File: src/sv/vva_pkg.sv
`default_nettype none
package vva_pkg;

  localparam int NUM_OPS   = 12;
  localparam int OP_IDX_W  = 4;
  localparam int ISSUE_W   = 5;
  localparam int CFG_IDX_W = 3;

  localparam logic [CFG_IDX_W-1:0] CFG_INV_MASS  = 3'd0;
  localparam logic [CFG_IDX_W-1:0] CFG_TIME_STEP = 3'd1;
  localparam logic [CFG_IDX_W-1:0] CFG_HARM_FREQ = 3'd2;
  localparam logic [CFG_IDX_W-1:0] CFG_CUBIC     = 3'd3;
  localparam logic [CFG_IDX_W-1:0] CFG_QUARTIC   = 3'd4;

  localparam logic [30:0]        RST_INV_MASS  = 31'd65536;
  localparam logic [30:0]        RST_TIME_STEP = 31'd655;
  localparam logic signed [31:0] RST_HARM_FREQ = 32'sd65536;
  localparam logic signed [31:0] RST_CUBIC     = 32'sd0;
  localparam logic signed [31:0] RST_QUARTIC   = 32'sd0;

  localparam logic signed [63:0] MAX32 = 64'sd2147483647;
  localparam logic signed [63:0] MIN32 = -64'sd2147483648;

  typedef enum logic [1:0] {
    ST_IDLE,
    ST_RUN,
    ST_DRAIN,
    ST_FINISH
  } ctrl_state_t;

  typedef enum logic [3:0] {
    OPN_FRC,
    OPN_IM,
    OPN_DT,
    OPN_ACC,
    OPN_VEL,
    OPN_DV,
    OPN_W,
    OPN_POS,
    OPN_X2,
    OPN_X3,
    OPN_W2,
    OPN_C,
    OPN_G
  } opnd_t;

  typedef enum logic [3:0] {
    DST_ACC,
    DST_DV,
    DST_T1,
    DST_XN,
    DST_W2,
    DST_X2,
    DST_X3,
    DST_P1,
    DST_P2,
    DST_P3,
    DST_VN
  } dest_t;

  typedef struct packed {
    opnd_t a;
    opnd_t b;
    logic  half;
    dest_t dest;
  } uop_t;

  typedef struct packed {
    logic                load;
    logic                clear;
    logic                issue;
    logic [OP_IDX_W-1:0] step;
    logic                lane;
    logic                capture;
  } ctrl_cmd_t;

  function automatic uop_t uop_rom(input logic [OP_IDX_W-1:0] step);
    uop_t u;
    case (step)
      4'd0:    u = '{a: OPN_FRC, b: OPN_IM,  half: 1'b0, dest: DST_ACC};
      4'd1:    u = '{a: OPN_DT,  b: OPN_ACC, half: 1'b1, dest: DST_DV};
      4'd2:    u = '{a: OPN_DT,  b: OPN_VEL, half: 1'b0, dest: DST_T1};
      4'd3:    u = '{a: OPN_DT,  b: OPN_DV,  half: 1'b0, dest: DST_XN};
      4'd4:    u = '{a: OPN_W,   b: OPN_W,   half: 1'b0, dest: DST_W2};
      4'd5:    u = '{a: OPN_POS, b: OPN_POS, half: 1'b0, dest: DST_X2};
      4'd6:    u = '{a: OPN_X2,  b: OPN_POS, half: 1'b0, dest: DST_X3};
      4'd7:    u = '{a: OPN_W2,  b: OPN_POS, half: 1'b0, dest: DST_P1};
      4'd8:    u = '{a: OPN_C,   b: OPN_X2,  half: 1'b0, dest: DST_P2};
      4'd9:    u = '{a: OPN_G,   b: OPN_X3,  half: 1'b0, dest: DST_P3};
      4'd10:   u = '{a: OPN_FRC, b: OPN_IM,  half: 1'b0, dest: DST_ACC};
      4'd11:   u = '{a: OPN_DT,  b: OPN_ACC, half: 1'b1, dest: DST_VN};
      default: u = '{a: OPN_FRC, b: OPN_IM,  half: 1'b0, dest: DST_ACC};
    endcase
    return u;
  endfunction

  function automatic logic ovf32(input logic signed [63:0] v);
    return (v > MAX32) || (v < MIN32);
  endfunction

  function automatic logic signed [31:0] clip32(input logic signed [63:0] v);
    logic signed [31:0] r;
    if (v > MAX32) begin
      r = MAX32[31:0];
    end else if (v < MIN32) begin
      r = MIN32[31:0];
    end else begin
      r = v[31:0];
    end
    return r;
  endfunction

endpackage
`default_nettype wire

File: src/sv/vva_ctrl.sv
`default_nettype none
module vva_ctrl (
  input  logic                clk,
  input  logic                rst,
  input  logic                in_valid,
  output logic                in_ready,
  input  logic                cmd,
  output logic                out_valid,
  input  logic                out_ready,
  output vva_pkg::ctrl_cmd_t  ctl
);
  import vva_pkg::*;

  localparam logic [ISSUE_W-1:0] LAST_ISSUE = ISSUE_W'(2 * NUM_OPS - 1);

  ctrl_state_t        state, state_next;
  logic [ISSUE_W-1:0] cnt, cnt_next;
  logic               out_valid_next;
  logic               accept;

  always_ff @(posedge clk) begin
    if (rst) begin
      state     <= ST_IDLE;
      cnt       <= '0;
      out_valid <= 1'b0;
    end else begin
      state     <= state_next;
      cnt       <= cnt_next;
      out_valid <= out_valid_next;
    end
  end

  always_comb begin
    state_next  = state;
    cnt_next    = cnt;
    in_ready    = 1'b0;
    accept      = 1'b0;
    ctl         = '0;
    ctl.step    = cnt[ISSUE_W-1:1];
    ctl.lane    = cnt[0];
    case (state)
      ST_IDLE: begin
        in_ready = 1'b1;
        accept   = in_valid;
        if (accept) begin
          ctl.clear = 1'b1;
          cnt_next  = '0;
          if (cmd) begin
            state_next = ST_RUN;
          end else begin
            ctl.load   = 1'b1;
            state_next = ST_FINISH;
          end
        end
      end
      ST_RUN: begin
        ctl.issue = 1'b1;
        cnt_next  = cnt + ISSUE_W'(1);
        if (cnt == LAST_ISSUE) begin
          state_next = ST_DRAIN;
        end
      end
      ST_DRAIN: begin
        state_next = ST_FINISH;
      end
      ST_FINISH: begin
        if (!out_valid || out_ready) begin
          ctl.capture = 1'b1;
          state_next  = ST_IDLE;
        end
      end
      default: begin
        state_next = ST_IDLE;
      end
    endcase
    out_valid_next = out_valid;
    if (ctl.capture) begin
      out_valid_next = 1'b1;
    end else if (out_ready) begin
      out_valid_next = 1'b0;
    end
  end

endmodule
`default_nettype wire

File: config.mk
export PLATFORM = sky130hd
export DESIGN_NAME = vva_ctrl
export DESIGN_NICKNAME = d
export VERILOG_FILES = /design/src/sv/vva_pkg.sv /design/src/sv/vva_ctrl.sv
export SDC_FILE = /design/constraint.sdc
export NUM_CORES = 1
export LEC_CHECK = 0
export BUFFER_PORTS_ARGS = -buffer_cell sky130_fd_sc_hd__buf_2
export CAP_MARGIN = 10
export CORE_ASPECT_RATIO = 0.8
export CORE_MARGIN = 2
export CORE_UTILIZATION = 30
export CTS_BUF_LIST = sky130_fd_sc_hd__clkbuf_4
export DETAILED_ROUTE_END_ITERATION = 12
export RECOVER_POWER = 25
export SLEW_MARGIN = 20
export SYNTH_ARGS = -nofsm -noshare
export SYNTH_HDL_FRONTEND = slang
export SYNTH_SLANG_ARGS = --single-unit
File: constraint.sdc
create_clock -name clk -period 2 [get_ports clk]
set_input_delay 0 -clock clk [delete_from_list [all_inputs] [get_ports clk]]
set_output_delay 0 -clock clk [all_outputs]
set_load 0.05 [all_outputs]
==> results.md <==
- Layout Cell Area excl Fill: 618 um^2
- Drt first pass iters: 3
- Max-cap viol count: 0
- Clock-pin slew on the worst setup and hold paths: 0.06 ns
- Reg2reg start: state[0]$_SDFFE_PP0P_
- WL final: 977 um
- R2R depth: 6
- CTS tree: yes
- Setup-failing EPs final: 0
- Initial antenna violation count: 0
- Largest net degree at the start of global routing: 9
- Hold Fails Final Rpt: 0
- Top fanout value on the critical path: 8
- DIE AREA: 0.00199 mm^2
- Power Dens Cells: 1320 mW/mm^2
- Status: completed
- Global Route Usage Sum: 0.122
- Skew-Pair Late Insertion Delay: 0.25 ns
- Area contributors post-synth: dfxtp_1 (32%), ha_1 (13%), nor2_1 (6.1%)
- Kind of end point of the critical path: flop
- Sequential-to-total area share from yosys stat: 0.325
- Drc violations: 0
- Placed instance area: 599 um^2
- Origin of the worst setup path: state[0]$_SDFFE_PP0P_
- Routability cong.: 0.785
- Die W: 49.3 um
- Vias in the first global route: 396
- Grt ovf: 0
- Total power: 817 uW
- Reg2reg setup slack: 0.33 ns
- Non-Filler Instances: 96
- CORE AREA: 0.00158 mm^2
- P&R area growth vs syn: 25.4%
- Final period util: 0.836
- Antenna fix cells: 0
- Netlist Area Pre-Place: just under 500 um^2
- Peak supply drop: 0.690 mV
- Yosys cell types: 21
- Hold Buf Count CTS: 0
- Relative max-transition margin: 0.607
- Area leader, netlist: dfxtp_1
- Final net count: 86
- TritonCTS Buffers: 3
- Cts repair resizes: 0
- Initial Util: 0.312
- Wire per inst: 10.2 um
- First-pass GRT wire length: 1720 um
- Worst Path Arrival: approximately 1.8 ns
- CTS max path bufs: 2
- Critical path endpoint: state[1]$_SDFFE_PP0P_
- Avg Inst Size Synth: 8.65 um^2
- Top cells by count, synth: dfxtp_1 (8), nor2_1 (8), a21oi_1 (5), ha_1 (5)
- Tightest Hold Check Type: in2reg
- Htree depth: 1
- Reg-to-reg endpoint: state[1]$_SDFFE_PP0P_
- Tightest Pin Transition: 0.592 ns
- Die H: between 40 and 50 um
- Post-CTS setup buffers: 0
- I/O pin total: 16
- Clock Skews: 0.00493 ns
- Clock tree sinks: 8
- Post-Synthesis Cells: 57
- Starting DRC count in detailed routing: 2
- Fin. max-slew vios: 0
- Max Fclk: 598 MHz
- Detail Placement HPWL: 745 um
- Synth top area share: 0.325
- Syn nets: 67
- Setup TNS: 0 ns
- Post-synth EDFFs: 0
- Main synth FF type: dfxtp_1
- Startpoint Class: flop
- CTS root buf: clkbuf_4
- Cells after DPL: 93
- Share of cells above drive strength 1: 0.270
- Post-route ant nets: 0
- RSZ-0062 raised after global routing: no
- Yosys warns: 0
- Crit Path Category: reg2reg
- LEAKAGE: around 0.29 nW
- Vias after detailed routing: 440
- Row cnt: 13
- Via density: 4.58
- Period minus WS final: 1.67 ns
- Post-synth ARST share: 0
- Port bufs: 15
- Required time of the critical path: 2.14 ns
- Flops & latches, synth: 8
logic make-up after synthesis:
kind of cell / count (synthesis) / synth area share
fa+ha+maj: 5 / 0.127
flops: 8 / 0.325
compound gates: 12 / 0.188
buf+inv: 4 / 0.0381
mux: 1 / 0.0203
simple gates: 27 / 0.302
registers in the layout, summed over array words and instances (netlist names):
register / cells
cnt: 5
out_valid: 1
state: 2
cell type report:
cell class	instances	area [um^2]
clock buffers	3	22.5
fillers	174	960
inverters	2	7.51
multi-input cells	45	322
flip-flops and latches	8	160
well taps	22	27.5
repair buffers	16	78.8
metal layers:
| layer | wire length [um] | track usage | share of wire |
|---|---|---|---|
| met1 | 521 | 0.143 | 0.53 |
| met2 | 382 | 0.186 | 0.39 |
| met3 | 60 | 0.0634 | 0.061 |
| met4 | 12 | 0.0643 | 0.012 |
| met5 | 0 | 0 | 0 |
critical path: stages (launching register included):
cell      delay, ns
dfxtp_1        0.38
inv_1          0.08
ha_1           0.28
and2b_1        0.27
a221oi_4       0.26
mux2i_1        0.23
nor2_1         0.05
cell usage in the layout (no fill, tap or decap):
cell,n
nor3_1,2
buf_2,12
and2b_1,1
clkbuf_4,3
and2_1,3
inv_1,2
nor2_1,8
dfxtp_1,8
nand2b_1,1
nand3_1,2
ha_1,5
o21ai_0,4
buf_4,1
clkbuf_1,3
nor3b_1,2
a211oi_2,1
mux2i_1,1
nand4b_2,1
nor2b_4,1
a32oi_1,1
nand2_1,3
a21oi_1,5
a221oi_4,1
nor2b_1,3
where the power goes:
group	internal (mW)	leakage, nW	switching [mW]
Sequential	0.187	0.0651	0.0278
Combinational	0.152	0.213	0.328
Clock	0.0686	0.0138	0.0545
how the worst min path moves through the flow:
stage                                        to  slack [ns]  from  cells past startpoint
after detailed placement  state[0]$_SDFFE_PP0P_        0.29   rst                      2
after floorplan                          ctl[8]        0.06   cmd                      1
after CTS                 state[0]$_SDFFE_PP0P_        0.02   rst                      2
final                     state[0]$_SDFFE_PP0P_        0.02   rst                      2
after global routing      state[0]$_SDFFE_PP0P_        0.04   rst                      2
after global placement      cnt[4]$_SDFFE_PP0P_        0.29   rst                      2
metrics by stage:
step | util | hold WS (ns) | worst slack [ns]
4_1_cts | 0.394 | 0.0206 | 0.326
3_5_place_dp | 0.380 | 0.295 | 0.342
5_1_grt | 0.392 | 0.0358 | 0.223
3_3_place_gp | 0.380 | 0.292 | 0.421
2_1_floorplan | - | 0.0579 | 0.0887
6_report | 0.392 | 0.0248 | 0.329
No activity file was read; power rests on OpenSTA's default activity.
